File: config.mk
export PLATFORM = sky130hd
export DESIGN_NAME = double_ended_queue_core
export DESIGN_NICKNAME = d
export VERILOG_FILES = /design/src/sv/deq_pkg.sv /design/src/sv/deq_ctrl.sv /design/src/sv/deq_dp.sv /design/src/sv/double_ended_queue_core.sv
export SDC_FILE = /design/constraint.sdc
export NUM_CORES = 1
export LEC_CHECK = 0
export ABC_AREA = 0
export BUFFER_PORTS_ARGS = -buffer_cell sky130_fd_sc_hd__clkbuf_2
export CORE_ASPECT_RATIO = 0.6
export CORE_MARGIN = 3
export CORE_UTILIZATION = 48
export CTS_CLUSTER_DIAMETER = 30
export DETAILED_ROUTE_END_ITERATION = 8
export GPL_TIMING_DRIVEN = 0
export PLACE_DENSITY_LB_ADDON = 0.05
export SLEW_MARGIN = 5
export SYNTH_ARGS = -nofsm -noshare
export SYNTH_HDL_FRONTEND = slang
export SYNTH_HIERARCHICAL = 1
export SYNTH_SLANG_ARGS = --single-unit
File: constraint.sdc
create_clock -name clk -period 10.4 [get_ports clk]
set_input_delay 1.04 -clock clk [delete_from_list [all_inputs] [get_ports clk]]
set_output_delay 1.04 -clock clk [all_outputs]
set_load 0.1 [all_outputs]
File: src/sv/deq_pkg.sv
// Shared types and codes for the double-ended queue core.
// Holds request codes, status codes, stream widths and the control structs.
// No dependencies.
`default_nettype none

package deq_pkg;

	// Request codes carried in the input tuser
	localparam logic [2:0] REQ_PUSH_BACK  = 3'd0;
	localparam logic [2:0] REQ_PUSH_FRONT = 3'd1;
	localparam logic [2:0] REQ_POP_BACK   = 3'd2;
	localparam logic [2:0] REQ_POP_FRONT  = 3'd3;
	localparam logic [2:0] REQ_READ_POS   = 3'd4;

	// Status codes carried in the output tuser
	localparam logic [1:0] STAT_OK    = 2'd0;
	localparam logic [1:0] STAT_FULL  = 2'd1;
	localparam logic [1:0] STAT_EMPTY = 2'd2;
	localparam logic [1:0] STAT_RANGE = 2'd3;

	// Field widths of the stream words
	localparam int REQ_W    = 3;
	localparam int VALUE_W  = 32;
	localparam int POS_W    = 5;
	localparam int STAT_W   = 2;
	localparam int LEN_W    = 5;
	localparam int IN_TDATA_W  = 40;
	localparam int OUT_TDATA_W = 40;

	// Controller to datapath commands
	typedef struct packed {
		logic exec;   // run the accepted request against the pointers and store
		logic load;   // move the finished result into the output register
	} deq_cmd_t;

	// Datapath to controller status
	typedef struct packed {
		logic out_valid;  // output register holds a word not yet taken
	} deq_stat_t;

endpackage

`default_nettype wire

File: src/sv/deq_ctrl.sv
// Controller for the double-ended queue core.
// Two-state sequencer: accept a request, then deliver its result.
// Depends on deq_pkg.
`default_nettype none

module deq_ctrl (
	input  wire logic               clk,
	input  wire logic               arst_n,
	input  wire logic               s_tvalid,
	output logic                    s_tready,
	input  wire logic               m_tready,
	input  wire deq_pkg::deq_stat_t stat,
	output deq_pkg::deq_cmd_t       cmd
);

	localparam logic S_IDLE = 1'b0;
	localparam logic S_RESP = 1'b1;

	logic state_q;
	logic state_d;

	// Decode commands and next state
	always_comb begin
		state_d  = state_q;
		s_tready = 1'b0;
		cmd      = '0;
		unique case (state_q)
			S_IDLE: begin
				s_tready = 1'b1;
				if (s_tvalid) begin
					cmd.exec = 1'b1;
					state_d  = S_RESP;
				end
			end
			S_RESP: begin
				// load once the output register is free or being drained
				if (!stat.out_valid || m_tready) begin
					cmd.load = 1'b1;
					state_d  = S_IDLE;
				end
			end
			default: state_d = S_IDLE;
		endcase
	end

	always_ff @(posedge clk or negedge arst_n) begin
		if (!arst_n) begin
			state_q <= S_IDLE;
		end else begin
			state_q <= state_d;
		end
	end

endmodule

`default_nettype wire

File: src/sv/deq_dp.sv
// Datapath for the double-ended queue core.
// Holds head/tail pointers, count, the word store and the output register.
// Depends on deq_pkg.
`default_nettype none

module deq_dp #(
	parameter int DEPTH      = 16,
	parameter int WORD_WIDTH = 32
) (
	input  wire logic                          clk,
	input  wire logic                          arst_n,
	input  wire deq_pkg::deq_cmd_t             cmd,
	output deq_pkg::deq_stat_t                 stat,
	input  wire logic [deq_pkg::REQ_W-1:0]     req_type,
	input  wire logic [deq_pkg::VALUE_W-1:0]   push_value,
	input  wire logic [deq_pkg::POS_W-1:0]     position,
	input  wire logic                          m_tready,
	output logic [deq_pkg::VALUE_W-1:0]        read_value,
	output logic [deq_pkg::STAT_W-1:0]         status,
	output logic [deq_pkg::LEN_W-1:0]          length,
	output logic                               out_valid
);

	localparam int AW = (DEPTH > 1) ? $clog2(DEPTH) : 1;
	localparam int CW = $clog2(DEPTH + 1);
	localparam int XW = (CW > 5) ? CW + 1 : 6;
	localparam int VW = (WORD_WIDTH > deq_pkg::VALUE_W) ? WORD_WIDTH : deq_pkg::VALUE_W;
	localparam int LW = (CW > deq_pkg::LEN_W) ? CW : deq_pkg::LEN_W;

	logic [AW-1:0]         head_q;
	logic [AW-1:0]         tail_q;
	logic [CW-1:0]         count_q;
	logic [AW-1:0]         head_d;
	logic [AW-1:0]         tail_d;
	logic [CW-1:0]         count_d;

	logic [WORD_WIDTH-1:0] mem [DEPTH];
	logic [WORD_WIDTH-1:0] rd_data_q;

	logic                  wr_en;
	logic                  rd_en;
	logic [AW-1:0]         wr_addr;
	logic [AW-1:0]         rd_addr;
	logic [WORD_WIDTH-1:0] wr_data;
	logic [VW-1:0]         push_w;

	logic [1:0]            stat_d;
	logic                  hit_d;
	logic [1:0]            pend_stat_q;
	logic                  pend_hit_q;

	logic                  is_full;
	logic                  is_empty;
	logic                  pos_neg;
	logic [5:0]            pos_mag;
	logic [XW-1:0]         mag_x;
	logic [XW-1:0]         cnt_x;
	logic [XW-1:0]         offset_x;
	logic                  in_range;
	logic [AW:0]           pos_sum;
	logic [AW-1:0]         pos_addr;

	logic [deq_pkg::VALUE_W-1:0] out_value_q;
	logic [1:0]                  out_stat_q;
	logic [deq_pkg::LEN_W-1:0]   out_len_q;
	logic                        out_valid_q;
	logic [VW-1:0]               rd_w;
	logic [LW-1:0]               cnt_l;

	function automatic logic [AW-1:0] step_up(input logic [AW-1:0] p);
		return (p == AW'(DEPTH - 1)) ? '0 : p + AW'(1);
	endfunction

	function automatic logic [AW-1:0] step_down(input logic [AW-1:0] p);
		return (p == '0) ? AW'(DEPTH - 1) : p - AW'(1);
	endfunction

	assign is_full  = (count_q == CW'(DEPTH));
	assign is_empty = (count_q == '0);

	// Keep the low WORD_WIDTH bits of the pushed word
	assign push_w  = VW'(push_value);
	assign wr_data = push_w[WORD_WIDTH-1:0];

	// Resolve the read position against the count and head pointer
	always_comb begin
		pos_neg  = position[deq_pkg::POS_W-1];
		pos_mag  = pos_neg ? 6'(-$signed({position[deq_pkg::POS_W-1], position}))
		                   : {1'b0, position};
		mag_x    = XW'(pos_mag);
		cnt_x    = XW'(count_q);
		in_range = pos_neg ? (cnt_x >= mag_x) : (mag_x < cnt_x);
		offset_x = pos_neg ? (cnt_x - mag_x) : mag_x;
		pos_sum  = {1'b0, head_q} + {1'b0, offset_x[AW-1:0]};
		pos_addr = (pos_sum >= (AW+1)'(DEPTH)) ? AW'(pos_sum - (AW+1)'(DEPTH))
		                                       : pos_sum[AW-1:0];
	end

	// Decode the request into store accesses and pointer updates
	always_comb begin
		head_d  = head_q;
		tail_d  = tail_q;
		count_d = count_q;
		wr_en   = 1'b0;
		rd_en   = 1'b0;
		wr_addr = tail_q;
		rd_addr = head_q;
		stat_d  = deq_pkg::STAT_OK;
		hit_d   = 1'b0;
		unique case (req_type)
			deq_pkg::REQ_PUSH_BACK: begin
				if (is_full) begin
					stat_d = deq_pkg::STAT_FULL;
				end else begin
					wr_en   = 1'b1;
					wr_addr = tail_q;
					tail_d  = step_up(tail_q);
					count_d = count_q + CW'(1);
				end
			end
			deq_pkg::REQ_PUSH_FRONT: begin
				if (is_full) begin
					stat_d = deq_pkg::STAT_FULL;
				end else begin
					wr_en   = 1'b1;
					wr_addr = step_down(head_q);
					head_d  = step_down(head_q);
					count_d = count_q + CW'(1);
				end
			end
			deq_pkg::REQ_POP_BACK: begin
				if (is_empty) begin
					stat_d = deq_pkg::STAT_EMPTY;
				end else begin
					rd_en   = 1'b1;
					hit_d   = 1'b1;
					rd_addr = step_down(tail_q);
					tail_d  = step_down(tail_q);
					count_d = count_q - CW'(1);
				end
			end
			deq_pkg::REQ_POP_FRONT: begin
				if (is_empty) begin
					stat_d = deq_pkg::STAT_EMPTY;
				end else begin
					rd_en   = 1'b1;
					hit_d   = 1'b1;
					rd_addr = head_q;
					head_d  = step_up(head_q);
					count_d = count_q - CW'(1);
				end
			end
			deq_pkg::REQ_READ_POS: begin
				if (is_empty) begin
					stat_d = deq_pkg::STAT_EMPTY;
				end else if (!in_range) begin
					stat_d = deq_pkg::STAT_RANGE;
				end else begin
					rd_en   = 1'b1;
					hit_d   = 1'b1;
					rd_addr = pos_addr;
				end
			end
			default: begin
				// unused codes leave everything as is
			end
		endcase
	end

	// Update pointers and remember the pending result
	always_ff @(posedge clk or negedge arst_n) begin
		if (!arst_n) begin
			head_q      <= '0;
			tail_q      <= '0;
			count_q     <= '0;
			pend_stat_q <= deq_pkg::STAT_OK;
			pend_hit_q  <= 1'b0;
		end else if (cmd.exec) begin
			head_q      <= head_d;
			tail_q      <= tail_d;
			count_q     <= count_d;
			pend_stat_q <= stat_d;
			pend_hit_q  <= hit_d;
		end
	end

	// Word store: one write port, one registered read port
	always_ff @(posedge clk) begin
		if (cmd.exec && wr_en) begin
			mem[wr_addr] <= wr_data;
		end
	end

	always_ff @(posedge clk) begin
		if (cmd.exec && rd_en) begin
			rd_data_q <= mem[rd_addr];
		end
	end

	assign rd_w  = VW'(rd_data_q);
	assign cnt_l = LW'(count_q);

	// Output register payload
	always_ff @(posedge clk) begin
		if (cmd.load) begin
			out_value_q <= pend_hit_q ? rd_w[deq_pkg::VALUE_W-1:0] : '0;
			out_stat_q  <= pend_stat_q;
			out_len_q   <= cnt_l[deq_pkg::LEN_W-1:0];
		end
	end

	// Output valid: set on load, drop when the word is taken
	always_ff @(posedge clk or negedge arst_n) begin
		if (!arst_n) begin
			out_valid_q <= 1'b0;
		end else if (cmd.load) begin
			out_valid_q <= 1'b1;
		end else if (m_tready) begin
			out_valid_q <= 1'b0;
		end
	end

	assign stat.out_valid = out_valid_q;
	assign out_valid      = out_valid_q;
	assign read_value     = out_value_q;
	assign status         = out_stat_q;
	assign length         = out_len_q;

endmodule

`default_nettype wire

File: src/sv/double_ended_queue_core.sv
// Channel  Dir  Width           Contents
// s_*      in   tdata 40, tuser 3  push value and read position; request code
// m_*      out  tdata 40, tuser 2  popped/read word and length; status code
//
// For each request the accept state updates pointers and issues the store access,
// then the response state loads the result once the store's registered read data
// is back. Reset clears the pointers, the count and the output valid; the store
// holds no reset. A result held in the output register stalls the block only while
// it waits and a second result is ready to replace it.
// Top level of the double-ended queue core; depends on deq_pkg, deq_ctrl, deq_dp.
`default_nettype none

module double_ended_queue_core #(
	parameter int DEPTH      = 16,
	parameter int WORD_WIDTH = 32
) (
	input  wire logic                              clk,
	input  wire logic                              arst_n,
	input  wire logic                              s_tvalid,
	output logic                                   s_tready,
	// push_value [31:0], position [36:32], zero pad [39:37]
	input  wire logic [deq_pkg::IN_TDATA_W-1:0]    s_tdata,
	// req_type [2:0]
	input  wire logic [deq_pkg::REQ_W-1:0]         s_tuser,
	output logic                                   m_tvalid,
	input  wire logic                              m_tready,
	// read_value [31:0], length [36:32], zero pad [39:37]
	output logic [deq_pkg::OUT_TDATA_W-1:0]        m_tdata,
	// status [1:0]
	output logic [deq_pkg::STAT_W-1:0]             m_tuser
);

	deq_pkg::deq_cmd_t  cmd;
	deq_pkg::deq_stat_t stat;

	logic [deq_pkg::VALUE_W-1:0] read_value;
	logic [deq_pkg::LEN_W-1:0]   length;

	deq_ctrl u_ctrl (
		.clk      (clk),
		.arst_n   (arst_n),
		.s_tvalid (s_tvalid),
		.s_tready (s_tready),
		.m_tready (m_tready),
		.stat     (stat),
		.cmd      (cmd)
	);

	deq_dp #(
		.DEPTH      (DEPTH),
		.WORD_WIDTH (WORD_WIDTH)
	) u_dp (
		.clk        (clk),
		.arst_n     (arst_n),
		.cmd        (cmd),
		.stat       (stat),
		.req_type   (s_tuser),
		.push_value (s_tdata[31:0]),
		.position   (s_tdata[36:32]),
		.m_tready   (m_tready),
		.read_value (read_value),
		.status     (m_tuser),
		.length     (length),
		.out_valid  (m_tvalid)
	);

	// Pack the result word
	assign m_tdata = {3'b000, length, read_value};

endmodule

`default_nettype wire
==> impl_metrics.yaml, run 1 <==
cells_and_area:
  final_common_cell: "edfxtp_1"
  fin_util: 0.590
  diodes: 0
  fillCellCount: 3694
  final_cell_mix: "edfxtp_1 (583), nand2_1 (160), a21oi_1 (148), mux2i_1 (130), a221oi_1 (128)"
  nets: 1781
  drive_gt1_frac: 0.191
  syn_to_final_growth_pct: 19.5
clock_tree:
  cts.sinks: 601
  cts_buffer_depth: 3
  clk_pin_slew_ps: 60
  h-tree-depth: 3
  cts-root-buf: "clkbuf_16"
  cts_tree: "built"
  cts.hold.buffers_added: 0
  cts_made_buffers: 84
  clk_latency_ps: 620
  post_cts_resized: 0
  cts_setup_buffers: 0
setup_path:
  endpoint_kind: "flip-flop"
  r2r_slack_ps: 5810
  critPathKind: "in -> reg"
  worst_ep_required_time_ps: 10720
  r2r_end: "u_dp/rd_data_q[22]"
  r2r-start: "u_dp/cnt_l[0]"
  worstSetupStartpoint: "s_tdata[36]"
  rr_worst_depth: 13
  critPathLaunchType: "primary input"
  arrival_ps: 5380
  critPathCapture: "u_dp/rd_data_q[22]"
  worstPathMaxFanout: 10
yosys:
  synth_compound_area_frac: 0.0952
  ys.flop_type: "edfxtp_1"
  yosysTopAreaCell: "edfxtp_1"
  yosysTopAreaCellShare: 0.730
  synth_area_leaders: "edfxtp_1 (73%), mux2i_1 (5.4%), a221oi_1 (4.7%)"
  synth_cell_types: 60
  synth-seq-cells: 601
  synth-adder-area-share: 0.0129
  synth-simple-area-share: 0.0566
  synth_xor_area_frac: 0.00548
  avgSynthCellArea_um2: 15.8
  ys_seq_area_frac: 0.748
  ys_warn_count: 6
  syn_area_um2: 24000
  synthArstFlopShare: 0.0300
  synthMuxAreaShare: 0.0566
  syn_inst: 1518
  synth_top_family_by_area: "compound AO/OA/AOI/OAI gates"
  synth_edf_count: 583
timing:
  period_needed_ps: 5060
  post-route-period-util: 0.486
  worstMarginPinSlew_ps: 917
  fmax_mhz: 198
  grt_setup_unrepaired: "false"
  finalHoldViolCount: 0
  maxSlewViolCount: 0
  clock-skew-final_ps: 23.7
  slew_headroom: 0.383
  tns_ps: 0
  hold_ws_ps: 404
  setup_viol: 0
drt:
  wl_met2_um: 26100
  drt-met1-wl_um: 30100
  routed_wl_um: 63300
  route.detailed.drc: 0
  dr.first_iter.drc_count: 1554
  routed_via_density: 5.95
  vias: 14400
  drtAntennaViolNets: 0
  drt_pass1_iterations: 7
  drt-wirelength-per-cell_um: 26.1
  routed.top_layer: "met4"
  wl_met3_um: 5780
floorplan:
  io_pins: 91
  dieArea_um2: 52800
  start_util: 0.494
  die_w_um: 295
  core-area_um2: 48600
  die_h_um: 179
  rows: 62
flow_run:
  drv_cap: 0
global_routing:
  grt_pass1_vias: 13700
  grt_max_degree: 23
  grt_first_pass_wirelength_um: 91900
  grt_antenna_before_repair: 0
  grt_overflow: 0
  grt_use_total: 0.242
placement:
  io_buffers: 83
  post-dp-hpwl_um: 41500
  place_congestion: 0.841
status:
  outcome: "completed"
power_and_ir_drop:
  p_leak_nw: 10.3
  power_density_nw_per_um2: 309
  vdd_ir_drop_max_uv: 189
  finalPower_w: 0.00885
hold_path:
  min_path_type: "in -> async"
-- synth_stat cells (4+ instances only) --
| cell | number |
|---|---|
| and2_1 | 34 |
| dfrtp_1 | 18 |
| a21o_1 | 7 |
| nor2b_1 | 4 |
| mux2i_1 | 130 |
| edfxtp_1 | 583 |
| buf_4 | 9 |
| inv_1 | 22 |
| a21oi_1 | 149 |
| buf_6 | 4 |
| clkbuf_1 | 42 |
| a221oi_1 | 128 |
| ha_1 | 20 |
| buf_2 | 45 |
| o21ai_0 | 19 |
| nand2b_1 | 5 |
| or4_1 | 33 |
| nor2_1 | 29 |
| nand2_1 | 160 |
| xnor2_1 | 12 |
-- stage by stage --
step,worst slack (ps),cell area (µm²),std cells
2_1_floorplan,5120,24000,1520
3_3_place_gp,2170,25200,2243
3_5_place_dp,4850,25800,2265
4_1_cts,5500,28700,2423
5_1_grt,5140,28700,2423
6_report,5340,28700,2423
-- report_power, final --
part	internal, W	switching (W)
registers	0.00286	0.0000684
logic	0.000912	0.00215
clock network	0.00175	0.00111
-- worst max-delay path: stages --
cell	delay [ps]
clkbuf_2	130
clkbuf_1	220
o21ai_0	510
fa_1	520
a21oi_1	270
ha_1	280
a21o_1	180
a21oi_1	170
xnor2_1	170
mux2i_4	240
o21ai_1	610
buf_2	400
a221oi_1	110
or4_1	520
-- registers in the layout (all words and copies together) (netlist names) --
register,flops
u_dp/tail_q,4
u_dp/out_valid,1
u_dp/mem,512
u_dp/head_q,4
u_dp/length,5
u_dp/pend_hit_q,1
u_ctrl/state_q,1
u_dp/rd_data_q,32
u_dp/status,2
u_dp/cnt_l,5
u_dp/read_value,32
u_dp/pend_stat_q,2
-- final cells by class --
cell class                      instances  area (µm²)  area share
Buffer                                102         503      0.0175
Tap cell                              640         801      0.0279
Clock inverter                         68         751      0.0262
Clock buffer                           90        2120      0.0741
Timing Repair Buffer                  105         843      0.0294
Sequential cell                       601       18000       0.627
Inverter                               23        86.3     0.00301
Multi-Input combinational cell        794        5600       0.195
-- worst min path at each step --
stage / to / slack, ps / start / depth (start not counted)
2_1_floorplan: u_dp/status[0] / 430 / u_dp/pend_stat_q[0] / 0
3_3_place_gp: u_dp/status[0] / 430 / u_dp/pend_stat_q[0] / 0
3_5_place_dp: u_dp/status[0] / 430 / u_dp/pend_stat_q[0] / 0
4_1_cts: u_dp/tail_q[3] / 390 / arst_n / 1
5_1_grt: u_dp/tail_q[3] / 420 / arst_n / 1
6_report: u_dp/tail_q[3] / 400 / arst_n / 1
-- per-layer routing --
layer	up-vias	GRT usage
met5	-	0
met4	0	0.0635
met3	99	0.0495
met2	680	0.341
met1	7246	0.382
li1	6390	-
-- cells by family (layout without fill, tap and decap cells) --
family                     after synthesis  after routing
other                                    1              3
buffers and inverters                  125            388
AOI/OAI and AO/OA                      334            334
adders and majority gates               23             23
DFF                                    601            601
and+or+nand+nor                        285            285
xor gates and xnor gates                15             15
muxes                                  134            134
Note: power is estimated with default switching activity, not from simulation.
==> inputs of run 2 (changes only) <==
--- a/config.mk
+++ b/config.mk
@@ -5,7 +5,7 @@
 export SDC_FILE = /design/constraint.sdc
 export NUM_CORES = 1
 export LEC_CHECK = 0
-export ABC_AREA = 0
+export ABC_AREA = 1
 export BUFFER_PORTS_ARGS = -buffer_cell sky130_fd_sc_hd__clkbuf_2
 export CORE_ASPECT_RATIO = 0.6
 export CORE_MARGIN = 3
==> constraint.sdc (replaced) <==
create_clock -name clk -period 5.2 [get_ports clk]
set_input_delay 0.52 -clock clk [delete_from_list [all_inputs] [get_ports clk]]
set_output_delay 0.52 -clock clk [all_outputs]
set_load 0.1 [all_outputs]
==> impl_metrics.yaml, run 2 <==
drt:
  vias: 19400
  dr.first_iter.drc_count: 2281
  drtAntennaViolNets: 0
  drt-wirelength-per-cell_um: 21.8
  route.detailed.drc: 0
  routed_wl_um: 79400
  drt_pass1_iterations: 5
  routed_via_density: 5.34
yosys:
  synthArstFlopShare: 0.0300
  yosysTopAreaCell: "edfxtp_1"
  avgSynthCellArea_um2: 10.4
  yosysTopAreaCellShare: 0.649
  ys_warn_count: 6
  yosys-top-cells-count: "nand2_1 (698), edfxtp_1 (583), nand3_1 (544)"
  synth_edf_count: 583
  syn_area_um2: 27000
  ys_seq_area_frac: 0.666
  syn_inst: 2602
  synth_area_leaders: "edfxtp_1 (65%), nand3_1 (10%), nand2_1 (9.7%)"
  yosys.cell_count.top_type: "nand2_1"
  synth-seq-cells: 601
  synth_cell_types: 38
  ys.flop_type: "edfxtp_1"
setup_path:
  critical_path.top_delay_family: "simple AND/OR/NAND/NOR gates"
  arrival_ps: 4740
  critPathKind: "reg -> reg"
  path_buf_inv: 3
  r2r-start: "u_dp/cnt_l[0]"
  worstPathMaxFanout: 10
  worst_ep_required_time_ps: 5500
  cpMostUsedCell: "nand2_1"
  critPathLaunchType: "flip-flop"
  worstSetupStartpoint: "u_dp/cnt_l[0]"
  critPathMaxStageDelay_ps: 550
  endpoint_kind: "flip-flop"
  crit_slowest_cell: "dfrtp_1"
  crit_chain: "inv_1 -> ha_1 -> fa_1 -> a21oi_1 -> ha_1 -> a21o_1 -> a21oi_1 -> nand3_1 -> nand3_1 -> nand2_1 -> nand3_1 -> nand2_1 -> nand2_1 -> inv_1 -> buf_2 -> nand2_1 -> nand2_1"
power_and_ir_drop:
  p_int_w: 0.0118
  combPwrFrac: 0.366
  power_density_nw_per_um2: 609
  clkPwrFrac: 0.340
  finalPower_w: 0.0197
  swShare: 0.401
  vdd_ir_drop_max_uv: 348
  p_switching_w: 0.00791
  p_leak_nw: 14.1
  pwr-share-seq: 0.293
floorplan:
  rows: 66
  start_util: 0.492
  die_w_um: 312
  core-area_um2: 54800
  dieArea_um2: 59200
  die_h_um: 190
  io_pins: 91
cells_and_area:
  nets: 2879
  syn_to_final_growth_pct: 20.1
  largest-register: "u_dp/mem"
  final_common_cell: "nand2_1"
  largest_reg_flops: 512
  instances_no_fill: 3644
  fillCellCount: 4690
  final_cell_mix: "nand2_1 (698), edfxtp_1 (583), nand3_1 (544), inv_1 (437), clkbuf_16 (104)"
  drive_gt1_frac: 0.153
clock_tree:
  h-tree-depth: 3
  cts_made_buffers: 101
  clk_pin_slew_ps: 50
  post_cts_resized: 0
  cts.sinks: 601
  cts_tree: "built"
  cts_buffer_depth: 3
  cts-root-buf: "clkbuf_16"
  clk_latency_ps: 660
global_routing:
  grt_use_total: 0.270
  grt_first_pass_wirelength_um: 117000
  met1_usage: 0.414
  grt_antenna_before_repair: 3
  grt_pass1_vias: 18200
  grt_overflow: 0
  grtUsageMet3: 0.0920
  busiest_layer: "met1"
  grt_max_degree: 28
  grt_use_met2: 0.366
timing:
  period_needed_ps: 4440
  setup_ws_ps: 756
  maxSlewViolCount: 0
  slew_headroom: 0.224
  post-route-period-util: 0.855
  clock-skew-final_ps: 23.6
  worstMarginPinSlew_ps: 1160
  fmax_mhz: 225
  setup_viol: 0
  grt_setup_unrepaired: "false"
  finalHoldViolCount: 0
placement:
  post-dp-hpwl_um: 54200
  place_ws_ps: 438
  io_buffers: 83
  dp_cells: 3453
  place_congestion: 0.886
flow_run:
  drv_cap: 0
hold_path:
  min_path_type: "in -> reg"
  holdCritStartpoint: "m_tready"
status:
  outcome: "completed"
[run 2: changes by cell type after synthesis, sizes merged, moves of 7 or more]
cell,delta
nand3,+543
or4,-34
buf,+69
and2,-34
nand3b,+31
inv,+421
nand2,+544
clkbuf,-31
a221oi,-128
nor2,+10
xnor2,-9
mux2i,-131
o21ai,+7
a21oi,-137
[run 2: cell families (layout without fill, tap and decap cells)]
logic type                 Yosys count  in the layout  synth area share
and+or+nand+nor                   1332           1332             0.218
DFF                                601            601             0.666
adders and majority gates           23             23            0.0115
other                                1              4          0.000139
buffers and inverters              585            876            0.0911
xor gates and xnor gates            11             11           0.00357
AOI/OAI and AO/OA                   49             49            0.0102
[run 2: metrics by stage]
| step | instance area, µm² | util | TNS [ps] | hold slack (ps) |
|---|---|---|---|---|
| 2_1_floorplan | 27000 | - | 0 | 224 |
| 3_3_place_gp | 28300 | 0.517 | -18950 | 447 |
| 3_5_place_dp | 28900 | 0.527 | 0 | 445 |
| 4_1_cts | 32400 | 0.591 | 0 | 60.0 |
| 5_1_grt | 32400 | 0.591 | 0 | 78.8 |
| 6_report | 32400 | 0.591 | 0 | 83.5 |
[run 2: final cells by class]
type | instances | area [µm²] | area share
inverters | 445 | 1670 | 0.0516
diodes | 1 | 2.50 | 0.0000772
well taps | 748 | 936 | 0.0289
repair buffers | 102 | 861 | 0.0266
clock inverters | 81 | 848 | 0.0262
clock buffers | 108 | 2620 | 0.0808
plain buffers | 140 | 788 | 0.0243
multi-input cells | 1418 | 6720 | 0.207
flip-flops and latches | 601 | 18000 | 0.554
[run 2: repair_timing]
action,4_1_cts,5_1_grt
endpoints found under the hold margin,18,0
endpoints found under the setup margin,0,0
hold buffers,1,0
setup buffers,0,0
[run 2: routing by layer]
metal | vias to the layer above | wire (µm)
met5 | - | 0
met4 | 0 | 1390
met3 | 118 | 10000
met2 | 939 | 31600
met1 | 9346 | 36400
li1 | 9040 | -
[run 2: power groups by stage]
stage	combinational, W	clock (W)	sequential [W]
after floorplan	0.00406	0	0.00625
after global placement	0.00686	0	0.00589
after detailed placement	0.00700	0	0.00588
after CTS	0.00704	0.00681	0.00579
after global routing	0.00784	0.00706	0.00581
final	0.00724	0.00672	0.00579
[run 2: path summary, 6_finish.rpt]
check,to,depth (start not counted),slack (ps)
max,u_dp/rd_data_q[20],17,760
min,u_dp/out_valid,2,80
max reg2reg,u_dp/rd_data_q[20],17,760
min reg2reg,u_dp/status[0],0,490
max in group asynchronous,u_dp/pend_hit_q,2,4390
min in group asynchronous,u_dp/pend_stat_q[1],2,410
==> inputs of run 3 (changes only) <==
--- a/config.mk
+++ b/config.mk
@@ -14,6 +14,7 @@
 export DETAILED_ROUTE_END_ITERATION = 8
 export GPL_TIMING_DRIVEN = 0
 export PLACE_DENSITY_LB_ADDON = 0.05
+export RECOVER_POWER = 25
 export SLEW_MARGIN = 5
 export SYNTH_ARGS = -nofsm -noshare
 export SYNTH_HDL_FRONTEND = slang
==> impl_metrics.yaml, run 3 (same netlist as run 2, synthesis figures left out) <==
global_routing:
  grt_antenna_before_repair: 3
  grt_overflow: 0
  grt_first_pass_wirelength_um: 117000
  grt_use_total: 0.270
  grt_max_degree: 28
  grt_pass1_vias: 18200
clock_tree:
  h-tree-depth: 3
  cts_buffer_depth: 3
  cts_tree: "built"
  post_cts_resized: 0
  cts-root-buf: "clkbuf_16"
  clk_latency_ps: 650
  cts_setup_buffers: 0
  clk_pin_slew_ps: 60
  cts_made_buffers: 101
  cts.sinks: 601
setup_path:
  crit_chain: "inv_1 -> ha_1 -> fa_1 -> a21oi_1 -> ha_1 -> a21o_1 -> a21oi_1 -> nand3_1 -> nand3_1 -> nand2_1 -> nand3_1 -> nand2_1 -> nand2_1 -> inv_1 -> buf_2 -> nand2_1 -> nand2_1"
  r2r_slack_ps: 790
  endpoint_kind: "flip-flop"
  critPathMaxStageDelay_ps: 560
  worst_ep_required_time_ps: 5530
  crit_cells: 17
  arrival_ps: 4740
  worstPathMaxFanout: 10
  path_buf_inv: 3
  rr_worst_depth: 17
  cpMostUsedCell: "nand2_1"
  critPathKind: "reg -> reg"
  critical_path.top_delay_family: "simple AND/OR/NAND/NOR gates"
  critPathLaunchType: "flip-flop"
  crit_slowest_cell: "dfrtp_1"
floorplan:
  dieArea_um2: 59200
  core-area_um2: 54800
  io_pins: 91
  rows: 66
  die_h_um: 190
  die_w_um: 312
  start_util: 0.492
timing:
  worstMarginPinSlew_ps: 1120
  slew_headroom: 0.251
  period_needed_ps: 4410
  fmax_mhz: 227
  tns_ps: 0
  clock-skew-final_ps: 21.0
  maxSlewViolCount: 0
  post-route-period-util: 0.848
  setup_viol: 0
  finalHoldViolCount: 0
  grt_setup_unrepaired: "false"
cells_and_area:
  largest-register: "u_dp/mem"
  drive_gt1_frac: 0.145
  largest_reg_flops: 512
  syn_to_final_growth_pct: 20.0
  final_common_cell: "nand2_1"
  final_cell_mix: "nand2_1 (698), edfxtp_1 (583), nand3_1 (544), inv_1 (437), clkbuf_16 (104)"
  nets: 2879
  fillCellCount: 4699
  fin_util: 0.590
drt:
  drtAntennaViolNets: 0
  vias: 19400
  drt_pass1_iterations: 5
  drt-wirelength-per-cell_um: 21.8
  routed_wl_um: 79500
  routed_via_density: 5.32
  dr.first_iter.drc_count: 2275
  route.detailed.drc: 0
hold_path:
  whs_path_depth: 2
  min_path_type: "in -> reg"
power_and_ir_drop:
  vdd_ir_drop_max_uv: 352
  finalPower_w: 0.0197
  power_density_nw_per_um2: 610
  p_leak_nw: 14.0
flow_run:
  drv_cap: 0
placement:
  post-dp-hpwl_um: 54200
  place_congestion: 0.886
  io_buffers: 83
status:
  outcome: "completed"
run 3: changes by cell type in the layout (fill, tap and decap cells not counted):
| cell | before | now |
|---|---|---|
| clkbuf_2 | 83 | 60 |
| clkbuf_1 | 15 | 38 |
| diode_2 | 1 | 2 |
run 3: per-layer routing:
layer	GRT usage	part of all wire
met1	0.414	0.46
met2	0.366	0.40
met3	0.0920	0.13
met4	0.0678	0.018
met5	0	0
run 3: area by class of cell:
class / instances / area (µm²) / area share
multi-input cells: 1418 / 6720 / 0.208
plain buffers: 140 / 788 / 0.0243
clock buffers: 108 / 2620 / 0.0809
flip-flops and latches: 601 / 18000 / 0.555
well taps: 748 / 936 / 0.0289
repair buffers: 102 / 832 / 0.0257
diodes: 2 / 5.00 / 0.000155
inverters: 445 / 1670 / 0.0516
clock inverters: 81 / 848 / 0.0262
run 3: timing repair:
item,in CTS,in global routing
hold buffers,1,0
hold endpoints to repair,18,0
endpoints found under the setup margin,0,0
run 3: through the flow:
stage / worst slack [ps] / hold WS, ps / area, µm² / std cells
floorplan: 1280 / 224 / 27000 / 2604
global placement: -587 / 447 / 28300 / 3435
detailed placement: 438 / 445 / 28900 / 3453
CTS: 864 / 60.0 / 32400 / 3643
global route: 479 / 78.8 / 32400 / 3643
finish: 789 / 80.0 / 32400 / 3645
run 3: worst reg2reg max path: stages, from the launching register on:
cell	delay, ps
dfrtp_1	560
inv_1	90
ha_1	230
fa_1	460
a21oi_1	350
ha_1	320
a21o_1	180
a21oi_1	170
nand3_1	120
nand3_1	100
nand2_1	50
nand3_1	70
nand2_1	50
nand2_1	400
inv_1	310
buf_2	270
nand2_1	150
nand2_1	210
run 3: path summary, 6_finish.rpt:
| kind | start | end |
|---|---|---|
| setup / recovery | u_dp/cnt_l[0] | u_dp/rd_data_q[16] |
| hold / removal | m_tready | u_dp/out_valid |
| setup reg to reg | u_dp/cnt_l[0] | u_dp/rd_data_q[16] |
| hold reg to reg | u_dp/pend_stat_q[0] | u_dp/status[0] |
| max in group asynchronous | arst_n | u_dp/tail_q[0] |
| min in group asynchronous | arst_n | u_dp/pend_stat_q[1] |
run 3: power breakdown:
part           switching (W)  internal, W
Combinational        0.00535      0.00189
Clock                0.00244      0.00428
Sequential          0.000124      0.00567
